<file path="src/sv/cpr_pkg.sv">
// cpr_pkg: shared types, constants and helpers of the connection pair registry
// used by cpr_ram, cpr_ctrl and connection_pair_registry_top
`default_nettype none
package cpr_pkg;

  localparam int TableDepth = 64;
  localparam int NodeBits   = 16;
  localparam int MaxResults = 32;
  localparam int PortNodeW  = 16;
  localparam int InnovW     = 6;
  localparam int IdxW       = $clog2(TableDepth);
  localparam int CntW       = $clog2(TableDepth + 1);
  localparam int NumW       = $clog2(MaxResults + 1);
  localparam int MinBits    = (NodeBits < PortNodeW) ? NodeBits : PortNodeW;

  typedef logic [NodeBits-1:0]  node_t;
  typedef logic [PortNodeW-1:0] port_node_t;
  typedef logic [IdxW-1:0]      idx_t;
  typedef logic [CntW-1:0]      cnt_t;
  typedef logic [NumW-1:0]      num_t;
  typedef logic [InnovW-1:0]    innov_t;

  typedef struct packed {
    node_t src;
    node_t dst;
  } pair_t;

  typedef struct packed {
    logic  ren;
    idx_t  raddr;
    logic  wen;
    idx_t  waddr;
    pair_t wdata;
  } ram_req_t;

  typedef struct packed {
    logic       strobe;
    innov_t     innov;
    logic       was_new;
    logic       full;
    port_node_t mid;
    logic       found;
    logic       last;
  } result_t;

  typedef enum logic {
    REQ_REGISTER,
    REQ_BETWEEN
  } req_e;

  typedef enum logic [2:0] {
    ST_IDLE,
    ST_REG_SCAN,
    ST_BTW_OUTER,
    ST_BTW_INNER,
    ST_FINISH
  } state_e;

  function automatic node_t to_node(port_node_t p);
    node_t n;
    n = '0;
    for (int i = 0; i < MinBits; i++) begin
      n[i] = p[i];
    end
    return n;
  endfunction

  function automatic port_node_t to_port(node_t n);
    port_node_t p;
    p = '0;
    for (int i = 0; i < MinBits; i++) begin
      p[i] = n[i];
    end
    return p;
  endfunction

endpackage
`default_nettype wire

</file>
<file path="src/sv/cpr_ram.sv">
// cpr_ram: pair table, one write port and one registered read port
// depends on cpr_pkg
`default_nettype none
module cpr_ram (
  input  wire logic              clk_i,
  input  wire cpr_pkg::ram_req_t req_i,
  output      cpr_pkg::pair_t    rdata_o
);
  import cpr_pkg::*;

  pair_t mem [TableDepth];
  pair_t rdata_q;

  always_ff @(posedge clk_i) begin
    if (req_i.wen) begin
      mem[req_i.waddr] <= req_i.wdata;
    end
    if (req_i.ren) begin
      rdata_q <= mem[req_i.raddr];
    end
  end

  assign rdata_o = rdata_q;

endmodule
`default_nettype wire

</file>
<file path="src/sv/cpr_ctrl.sv">
// cpr_ctrl: request sequencer, table scans, append and result register
// depends on cpr_pkg, drives cpr_ram
`default_nettype none
module cpr_ctrl (
  input  wire logic                clk_i,
  input  wire logic                rst_ni,
  input  wire logic                start_i,
  output      logic                busy_o,
  input  wire logic                req_type_i,
  input  wire cpr_pkg::port_node_t src_node_i,
  input  wire cpr_pkg::port_node_t dst_node_i,
  output      cpr_pkg::ram_req_t   ram_req_o,
  input  wire cpr_pkg::pair_t      rdata_i,
  output      cpr_pkg::result_t    res_o
);
  import cpr_pkg::*;

  state_e  state_q, state_d;
  cnt_t    count_q, count_d;
  cnt_t    ptr_q, ptr_d;
  cnt_t    resume_q, resume_d;
  logic    pend_q, pend_d;
  idx_t    pidx_q, pidx_d;
  node_t   s_q, s_d;
  node_t   d_q, d_d;
  node_t   x_q, x_d;
  logic    held_v_q, held_v_d;
  node_t   held_x_q, held_x_d;
  num_t    nfound_q, nfound_d;
  result_t res_q, res_d;
  logic    scan_issue, scan_done;

  always_comb begin
    state_d   = state_q;
    count_d   = count_q;
    ptr_d     = ptr_q;
    resume_d  = resume_q;
    pend_d    = 1'b0;
    pidx_d    = pidx_q;
    s_d       = s_q;
    d_d       = d_q;
    x_d       = x_q;
    held_v_d  = held_v_q;
    held_x_d  = held_x_q;
    nfound_d  = nfound_q;
    res_d     = '0;
    ram_req_o = '0;
    scan_issue = (ptr_q < count_q);
    scan_done  = !scan_issue && !pend_q;

    if (state_q == ST_REG_SCAN || state_q == ST_BTW_OUTER || state_q == ST_BTW_INNER) begin
      if (scan_issue) begin
        ram_req_o.ren   = 1'b1;
        ram_req_o.raddr = ptr_q[IdxW-1:0];
        ptr_d  = ptr_q + cnt_t'(1);
        pend_d = 1'b1;
        pidx_d = ptr_q[IdxW-1:0];
      end
    end

    unique case (state_q)
      ST_IDLE: begin
        if (start_i) begin
          s_d      = to_node(src_node_i);
          d_d      = to_node(dst_node_i);
          ptr_d    = '0;
          nfound_d = '0;
          held_v_d = 1'b0;
          state_d  = (req_e'(req_type_i) == REQ_BETWEEN) ? ST_BTW_OUTER : ST_REG_SCAN;
        end
      end
      ST_REG_SCAN: begin
        if (pend_q && rdata_i.src == s_q && rdata_i.dst == d_q) begin
          res_d.strobe = 1'b1;
          res_d.innov  = innov_t'(pidx_q);
          res_d.found  = 1'b1;
          res_d.last   = 1'b1;
          pend_d  = 1'b0;
          state_d = ST_IDLE;
        end else if (scan_done) begin
          res_d.strobe = 1'b1;
          res_d.last   = 1'b1;
          if (count_q == cnt_t'(TableDepth)) begin
            res_d.full = 1'b1;
          end else begin
            ram_req_o.wen       = 1'b1;
            ram_req_o.waddr     = count_q[IdxW-1:0];
            ram_req_o.wdata.src = s_q;
            ram_req_o.wdata.dst = d_q;
            count_d       = count_q + cnt_t'(1);
            res_d.innov   = innov_t'(count_q[IdxW-1:0]);
            res_d.was_new = 1'b1;
          end
          state_d = ST_IDLE;
        end
      end
      ST_BTW_OUTER: begin
        if (pend_q && rdata_i.dst == d_q) begin
          x_d      = rdata_i.src;
          resume_d = cnt_t'(pidx_q) + cnt_t'(1);
          ptr_d    = '0;
          pend_d   = 1'b0;
          state_d  = ST_BTW_INNER;
        end else if (scan_done) begin
          state_d = ST_FINISH;
        end
      end
      ST_BTW_INNER: begin
        if (pend_q && rdata_i.src == s_q && rdata_i.dst == x_q) begin
          if (held_v_q) begin
            res_d.strobe = 1'b1;
            res_d.mid    = to_port(held_x_q);
            res_d.found  = 1'b1;
          end
          held_x_d = x_q;
          held_v_d = 1'b1;
          nfound_d = nfound_q + num_t'(1);
          pend_d   = 1'b0;
          ptr_d    = resume_q;
          if (nfound_q == num_t'(MaxResults - 1)) begin
            state_d = ST_FINISH;
          end else begin
            state_d = ST_BTW_OUTER;
          end
        end else if (scan_done) begin
          ptr_d   = resume_q;
          state_d = ST_BTW_OUTER;
        end
      end
      ST_FINISH: begin
        res_d.strobe = 1'b1;
        res_d.last   = 1'b1;
        if (held_v_q) begin
          res_d.mid   = to_port(held_x_q);
          res_d.found = 1'b1;
        end
        state_d = ST_IDLE;
      end
      default: begin
        state_d = ST_IDLE;
      end
    endcase
  end

  always_ff @(posedge clk_i or negedge rst_ni) begin
    if (!rst_ni) begin
      state_q  <= ST_IDLE;
      count_q  <= '0;
      ptr_q    <= '0;
      pend_q   <= 1'b0;
      held_v_q <= 1'b0;
      nfound_q <= '0;
      res_q    <= '0;
    end else begin
      state_q  <= state_d;
      count_q  <= count_d;
      ptr_q    <= ptr_d;
      pend_q   <= pend_d;
      held_v_q <= held_v_d;
      nfound_q <= nfound_d;
      res_q    <= res_d;
    end
  end

  always_ff @(posedge clk_i) begin
    resume_q <= resume_d;
    pidx_q   <= pidx_d;
    s_q      <= s_d;
    d_q      <= d_d;
    x_q      <= x_d;
    held_x_q <= held_x_d;
  end

  assign busy_o = (state_q != ST_IDLE);
  assign res_o  = res_q;

  a_start_busy: assert property (@(posedge clk_i) disable iff (!rst_ni)
    start_i && !busy_o |=> busy_o)
    else $error("accepted request did not raise busy");

  a_read_in_table: assert property (@(posedge clk_i) disable iff (!rst_ni)
    ram_req_o.ren |-> cnt_t'(ram_req_o.raddr) < count_q)
    else $error("read beyond stored pairs");

  a_append_count: assert property (@(posedge clk_i) disable iff (!rst_ni)
    ram_req_o.wen |=> count_q == $past(count_q) + cnt_t'(1) && res_q.was_new)
    else $error("append did not advance count");

  a_count_bound: assert property (@(posedge clk_i) disable iff (!rst_ni)
    ram_req_o.wen |-> count_q < cnt_t'(TableDepth))
    else $error("append into full table");

  a_result_idle: assert property (@(posedge clk_i) disable iff (!rst_ni)
    res_q.strobe && res_q.last |-> !busy_o)
    else $error("final word while still busy");

endmodule
`default_nettype wire

</file>
<file path="src/sv/connection_pair_registry_top.sv">
// connection_pair_registry_top: append-only pair registry with lookup and between listing
// depends on cpr_pkg, cpr_ram, cpr_ctrl
//
//   channel   handshake            payload
//   request   start && !busy       req_type_i, src_node_i, dst_node_i
//   result    strobe_o (one cycle) innov_number_o, was_new_o, table_full_o,
//                                  mid_node_o, found_o, last_o
//
// register request: one scan over the n stored pairs, then an append if none matches and the table has room,
// with the scan bound by the single read port
// between request: an outer scan and finish, plus an inner scan for each entry whose
// destination matches, until MaxResults mids are found, both scans through the same read port
// reset clears the entry count and the control state, not the table; the table needs no clearing pass
// results leave as one-cycle words, the receiver cannot stall them
`default_nettype none
module connection_pair_registry_top (
  input  wire logic                clk_i,
  input  wire logic                rst_ni,
  input  wire logic                start,
  output      logic                busy,
  input  wire logic                req_type_i,
  input  wire cpr_pkg::port_node_t src_node_i,
  input  wire cpr_pkg::port_node_t dst_node_i,
  output      logic                strobe_o,
  output      cpr_pkg::innov_t     innov_number_o,
  output      logic                was_new_o,
  output      logic                table_full_o,
  output      cpr_pkg::port_node_t mid_node_o,
  output      logic                found_o,
  output      logic                last_o
);
  import cpr_pkg::*;

  ram_req_t ram_req;
  pair_t    rdata;
  result_t  res;

  cpr_ram u_ram (
    .clk_i   (clk_i),
    .req_i   (ram_req),
    .rdata_o (rdata)
  );

  cpr_ctrl u_ctrl (
    .clk_i      (clk_i),
    .rst_ni     (rst_ni),
    .start_i    (start),
    .busy_o     (busy),
    .req_type_i (req_type_i),
    .src_node_i (src_node_i),
    .dst_node_i (dst_node_i),
    .ram_req_o  (ram_req),
    .rdata_i    (rdata),
    .res_o      (res)
  );

  assign strobe_o       = res.strobe;
  assign innov_number_o = res.innov;
  assign was_new_o      = res.was_new;
  assign table_full_o   = res.full;
  assign mid_node_o     = res.mid;
  assign found_o        = res.found;
  assign last_o         = res.last;

endmodule
`default_nettype wire

</file>
<file path="config.mk">
export PLATFORM = sky130hd
export DESIGN_NAME = connection_pair_registry_top
export DESIGN_NICKNAME = d
export VERILOG_FILES = /design/src/sv/cpr_pkg.sv /design/src/sv/cpr_ram.sv /design/src/sv/cpr_ctrl.sv /design/src/sv/connection_pair_registry_top.sv
export SDC_FILE = /design/constraint.sdc
export NUM_CORES = 2
export LEC_CHECK = 0
export ABC_AREA = 1
export BUFFER_PORTS_ARGS = -buffer_cell sky130_fd_sc_hd__buf_2
export CAP_MARGIN = 20
export CORE_AREA = 2 2 450 452
export DETAILED_ROUTE_END_ITERATION = 10
export DIE_AREA = 0 0 452 454
export GPL_ROUTABILITY_DRIVEN = 0
export SLEW_MARGIN = 20
export SYNTH_ARGS = -nofsm -noshare
export SYNTH_HDL_FRONTEND = slang
export SYNTH_SLANG_ARGS = --single-unit
export TNS_END_PERCENT = 5
</file>
<file path="constraint.sdc">
create_clock -name clk_i -period 7.66 [get_ports clk_i]
set_input_delay 0 -clock clk_i [delete_from_list [all_inputs] [get_ports clk_i]]
set_output_delay 0 -clock clk_i [all_outputs]
set_load 0.005 [all_outputs]
</file>
# [Word level (Yosys, flattened, before mapping)]
# Memories as Yosys holds them, arrays and structs flattened. A register that Yosys moved wholly into a read port is not among the register bits.
# Cells that the tools add are included.
[op_classes] n_eq_ne=14 reduce_logical=19 bitwise=2 muxes=54 add_sub_neg=4 order_cmp=1
[ops] operator="$mux 39" n=4
[ops] operator="$mux 7" n=10
[ops] operator="$eq 16x16->1" n=3
[ops] operator="$mux 17" n=2
[ops] operator="$pmux 16 s2" n=1
[ops] operator="$mux 3" n=8
[ops] operator="$pmux 7 s3" n=1
[ops] operator="$mux 1" n=15
[ops] operator="$add 7x1->7 const B" n=2
[ops] operator="$mux 6" n=2
[ops] operator="$pmux 3 s4" n=1
[ops] operator="$pmux 6 s2" n=1
[ops] operator="$mux 9" n=1
[ops] operator="$ne 3x2->1 const B" n=3
[ops] operator="$pmux 1 s3" n=3
[ops] operator="$mux 8" n=1
[ops] operator="$reduce_and 2->1" n=4
[ops] operator="$reduce_and 4->1" n=2
[ops] operator="$add 6x1->7 const B" n=1
[ops] operator="$eq 7x7->1 const B" n=1
[ops] operator="$lt 7x7->1" n=1
[ops] operator="$add 6x1->6 const B" n=1
[ops] operator="$eq 3x2->1 const B" n=2
[ops] operator="$eq 6x5->1 const B" n=1
[ops] operator="13 further kinds" n=23
[word_totals] ff_bits=129 out_inout_bits=28 inputBits=36 elab_cells=114 mem_count=1 mem_bits_rw=2048
[mem_list] memory="u_ram.mem" depth=64 width=32 read_ports=1 rd_ports_with_merged_regs=1 write_ports=1 line_no="cpr_ram.sv:11" source="pair_t mem [TableDepth];"

# [Longest topological paths before layout]
[depth] depth_word=8 depth_mapped=25 ltp_nobuf=19

# [Cells and area by module]
# From an unflattened synthesis, not the netlist that was laid out.
[unflattened] hier_cells=7453 hier_area_um2=89224.3
[modules_own_cells] mod="cpr_ram" area_each_um2=83058.4 cells_per_inst=6769 seq_area_each_um2=62459.9 instances=1
[modules_own_cells] mod="cpr_ctrl" area_each_um2=6165.9 cells_per_inst=684 seq_area_each_um2=3613.5 instances=1

# [Worst setup path after synthesis]
# OpenSTA, ideal clock, no wires.
[synth_path] path_type="register to register" startpoint="register u_ctrl.count_q[3]" endpoint="memory u_ram.mem[31][0] (netlist bit), enable pin" arrival_time_ns=4.280 required_time_ns=7.199 setup_slack_ns=2.919 path_stages_with_launch=14 path_buffers=1 synth_period_minus_slack_ns=4.741 setup_ns=0.461 path_cell_list="dfrtp_1 clkbuf_1 inv_1 ha_1 nand2_1 nor2_1 a21oi_2 nor2_1 nand2_2 nor2_4 inv_2 nor2_1 nand2_1 nor3_1"
[synth_rtl] element="start, declared" line_no="cpr_ctrl.sv:19" source="cnt_t count_q, count_d;"
[synth_rtl] element="start signal, assigned" line_no="cpr_ctrl.sv:156" source="count_q <= count_d;"
[synth_rtl] element="end, declared" line_no="cpr_ram.sv:11"

# [Worst setup path in the final report]
[layout_path] startpoint="register u_ctrl.ptr_q[1]" endpoint="register u_ram.rdata_o[3] (netlist name)"
[layout_between] elab_chain_len=3
[layout_lines] element="start, declared" line_no="cpr_ctrl.sv:20" source="cnt_t ptr_q, ptr_d;"
[layout_lines] element="start signal, assigned" line_no="cpr_ctrl.sv:157" source="ptr_q <= ptr_d;"
[layout_lines] element="$lt 7x7->1" line_no="cpr_ctrl.sv:48" source="scan_issue = (ptr_q < count_q);"
[layout_lines] element="$mux 7 *" line_no="cpr_ctrl.sv:52" source="if (scan_issue) begin"
[layout_lines] element="$mux 7 *" line_no="cpr_ctrl.sv:51" source="if (state_q == ST_REG_SCAN || state_q == ST_BTW_OUTER || state_q == ST_BTW_INNER) begin"
# Every way passes the cells marked *; elsewhere a longest branch is shown, timed or not.
# A chain may end at the register's enable or synchronous reset.

==> results.yml <==
status:
  status: "finished clean"
yosys:
  syn-cell-area_um2: 95600
  ys_types: 35
  synth_top_area_frac: 0.677
  synth.avg_cell_area_um2: 10.4
  ys_top_cells_by_area: "edfxtp_1 68%, nand2_1 12%, nand3_1 9.3%"
  ys_seq_area_frac: 0.691
  yosysWarningCount: 0
  synth_seq_cells: 2209
  async_flop_share: 0.0235
  syn-num-nets: 9237
  synthFlopType: "edfxtp_1"
  syn_inst: 9189
  synth_edf_count: 2157
  yosys.area.top_type: "edfxtp_1"
power_and_ir_drop:
  totalPowerFinal_mw: 34.5
  switching_share: 0.352
  seqPwrFrac: 0.423
  p_sw_mw: 12.1
  p_int_mw: 22.3
  combPwrFrac: 0.267
  power.static_leakage_nw: 44.4
  power_density_nw_per_um2: 321
  ir_drop_uv: 417
  power_frac_clock: 0.310
sta:
  skew_ps: 32.6
  fin_tns_setup_ps: 0
  fmax_mhz: 195
  max-slew-margin-rel: 0.226
  slew_viol_final: 0
  rsz0062_at_grt: "no"
  hold_violations: 0
  worst_slew_pin_slew_ps: 1160
  setup_viol: 0
  fin_ws_ps: 2540
  fin_crit_sh: 0.668
  period_minus_slack_ps: 5120
routing:
  wl_um: 294000
  first_iter_violations: 8706
  avgViaCountPerCell: 5.57
  drtAntennaViolNets: 0
  drc_errors: 0
  vias: 67100
  wl_per_cell_um: 24.4
  drtPass1Iterations: 8
min_path:
  worstHoldStart: "req_type_i"
  min_path_type: "in -> reg"
  hold_depth: 6
setup_path:
  cp-end-kind: "flop"
  cp.required_ps: 8280
  rrSetupSlack_ps: 2540
  cp-startpoint: "u_ctrl.ptr_q[1]"
  arrival_ps: 5740
  cp_max_fo: 169
  reg2reg_from: "u_ctrl.ptr_q[1]"
  start_kind: "flop"
  worst-r2r-cell-count: 19
  crit_type: "reg -> reg"
cells_and_area:
  layout-drive-gt1-share: 0.0713
  regArea_um2: 66100
  multi_input_area_um2: 23900
  fin_util: 0.535
  fin_cells: 12100
  nFillCells: 17300
  num-nets-final: 9234
  syn2layout_area_growth_pct: 12.3
cts:
  clkTransAtPathRegs_ps: 60
  insertion_delay_ps: 880
  postCtsSetupBuffers: 0
  cts.sinks: 2209
  cts_made_buffers: 223
  clockBufferDepth: 3
  htreeDepth: 4
  root_buffer: "clkbuf_16"
  cts_tree: "built"
global_routing:
  grt_pass1_vias: 62500
  track_usage: 0.283
  grt_antenna_before_repair: 16
  overflow: 0
  grt_max_degree: 194
  grt_pass1_wl_um: 426000
die:
  rows: 165
  start_util: 0.476
  die_x_um: 452
  dieArea_um2: 205000
  pin_count: 64
  die_h_um: 454
  core-area_um2: 201000
placement:
  dp.cells: 11600
  dp_hpwl_um: 157000
  numPortBuffers: 63
  pre_cts_ws_ps: 2550
job:
  cap_violations: 0
cell families (layout without fill, tap and decap cells):
kind of cell,after synthesis,after routing,share of synthesized area
AND/OR/NAND/NOR,5006,5006,0.222
buffers and inverters,1653,1842,0.0674
flip-flops,2209,2209,0.691
other,0,5,0
adder cells (fa/ha/maj),12,12,0.00157
AO/OA/AOI/OAI,265,265,0.0141
XOR/XNOR,44,44,0.00403
stage by stage:
stage | hold slack [ps] | area (um^2)
after global routing | 160 | 107000
final | 175 | 107000
after CTS | 123 | 107000
after global placement | 179 | 99300
after detailed placement | 178 | 99500
after floorplan | -296 | 95600
synth_stat cells, types with 3 or more instances:
library cell and instances:
nand2_1 2970, edfxtp_1 2157, nand3_1 1785, inv_1 1105, clkbuf_1 322, o21ai_0 244
nor2_1 169, buf_2 165, dfrtp_1 52, buf_1 48, nand4_1 46, xor2_1 40
nor3_1 13, ha_1 12, a21oi_1 11, buf_4 10, or2_2 10, nor2_4 4
xnor2_1 4, inv_2 3
path summary, 6_finish.rpt:
check	endpoint
hold / removal	u_ctrl.state_q[1]
setup reg to reg	u_ram.rdata_o[3]
max in group asynchronous	u_ctrl.ptr_q[0]
setup / recovery	u_ram.rdata_o[3]
min in group asynchronous	u_ctrl.res_o[8]
hold reg to reg	u_ctrl.ptr_q[0]
sequential cells by signal, summed over array words and instances, names as in the netlist, 6 cells and up:
| register | cells |
|---|---|
| u_ctrl.ptr_q | 7 |
| u_ctrl.d_q | 16 |
| u_ram.rdata_o | 32 |
| u_ctrl.count_q | 7 |
| u_ctrl.held_x_q | 16 |
| u_ctrl.nfound_q | 6 |
| u_ctrl.resume_q | 7 |
| u_ram.mem | 2048 |
| u_ctrl.pidx_q | 6 |
| u_ctrl.s_q | 16 |
| u_ctrl.x_q | 16 |
| u_ctrl.res_o | 27 |
cell type report:
type | instances | area share
clock buffers | 310 | 0.0570
diodes | 5 | 0.000117
flip-flops and latches | 2209 | 0.615
well taps | 2672 | 0.0311
clock inverters | 107 | 0.00873
inverters | 1108 | 0.0388
repair buffers | 317 | 0.0264
multi-input cells | 5327 | 0.223
cells in the final DEF, fill, tap and decap left out, types with 3 or more instances in the layout:
cell type / count
clkinv_1: 52
inv_6: 5
nand3_1: 1785
clkinvlp_4: 4
inv_1: 1102
inv_2: 3
nor2_1: 69
clkbuf_16: 228
xor2_1: 40
diode_2: 5
nand4_1: 46
clkbuf_1: 71
ha_1: 11
clkbuf_8: 11
a21oi_1: 11
dfrtp_1: 52
buf_2: 63
nor3_1: 12
or2_2: 10
buf_4: 152
nor2_4: 103
buf_12: 26
edfxtp_1: 2157
nand2_1: 2970
buf_16: 5
xnor2_1: 4
clkinv_2: 30
dlygate4sd3_1: 70
bufinv_16: 17
o21ai_0: 244
power groups by stage:
stage          logic [mW]  registers, mW  clock network [mW]
6_report             9.19           14.6                10.7
5_1_grt              9.92           14.6                11.2
4_1_cts              9.01           14.6                10.8
3_5_place_dp         8.95           14.8                   0
3_3_place_gp         8.87           14.8                   0
2_1_floorplan        5.57           14.6                   0
critical path, stage by stage (launching register included):
cell,delay (ps)
dfrtp_1,320
buf_4,440
ha_1,330
nand2_1,60
inv_1,30
nand2_1,40
nand2_1,100
a21oi_4,230
ha_4,530
buf_12,420
buf_12,680
nand3_1,180
nand2_1,130
nand4_1,130
nand3_1,140
nand3_1,80
nand3_1,270
nand2_1,190
nand2_1,270
nand2_1,90
per-layer routing:
| metal | GRT usage | up-vias | routed length, um |
|---|---|---|---|
| met5 | 0 | - | 46 |
| met4 | 0.109 | 8 | 11200 |
| met3 | 0.0572 | 464 | 31600 |
| met2 | 0.426 | 3520 | 129000 |
| met1 | 0.406 | 32600 | 122000 |
| li1 | - | 30600 | - |
repair_timing:
action,in CTS,in global routing
endpoints found under the hold margin,88,0
hold buffers,70,0
gates resized for setup,0,0
Note: power is estimated with default switching activity, not from simulation.
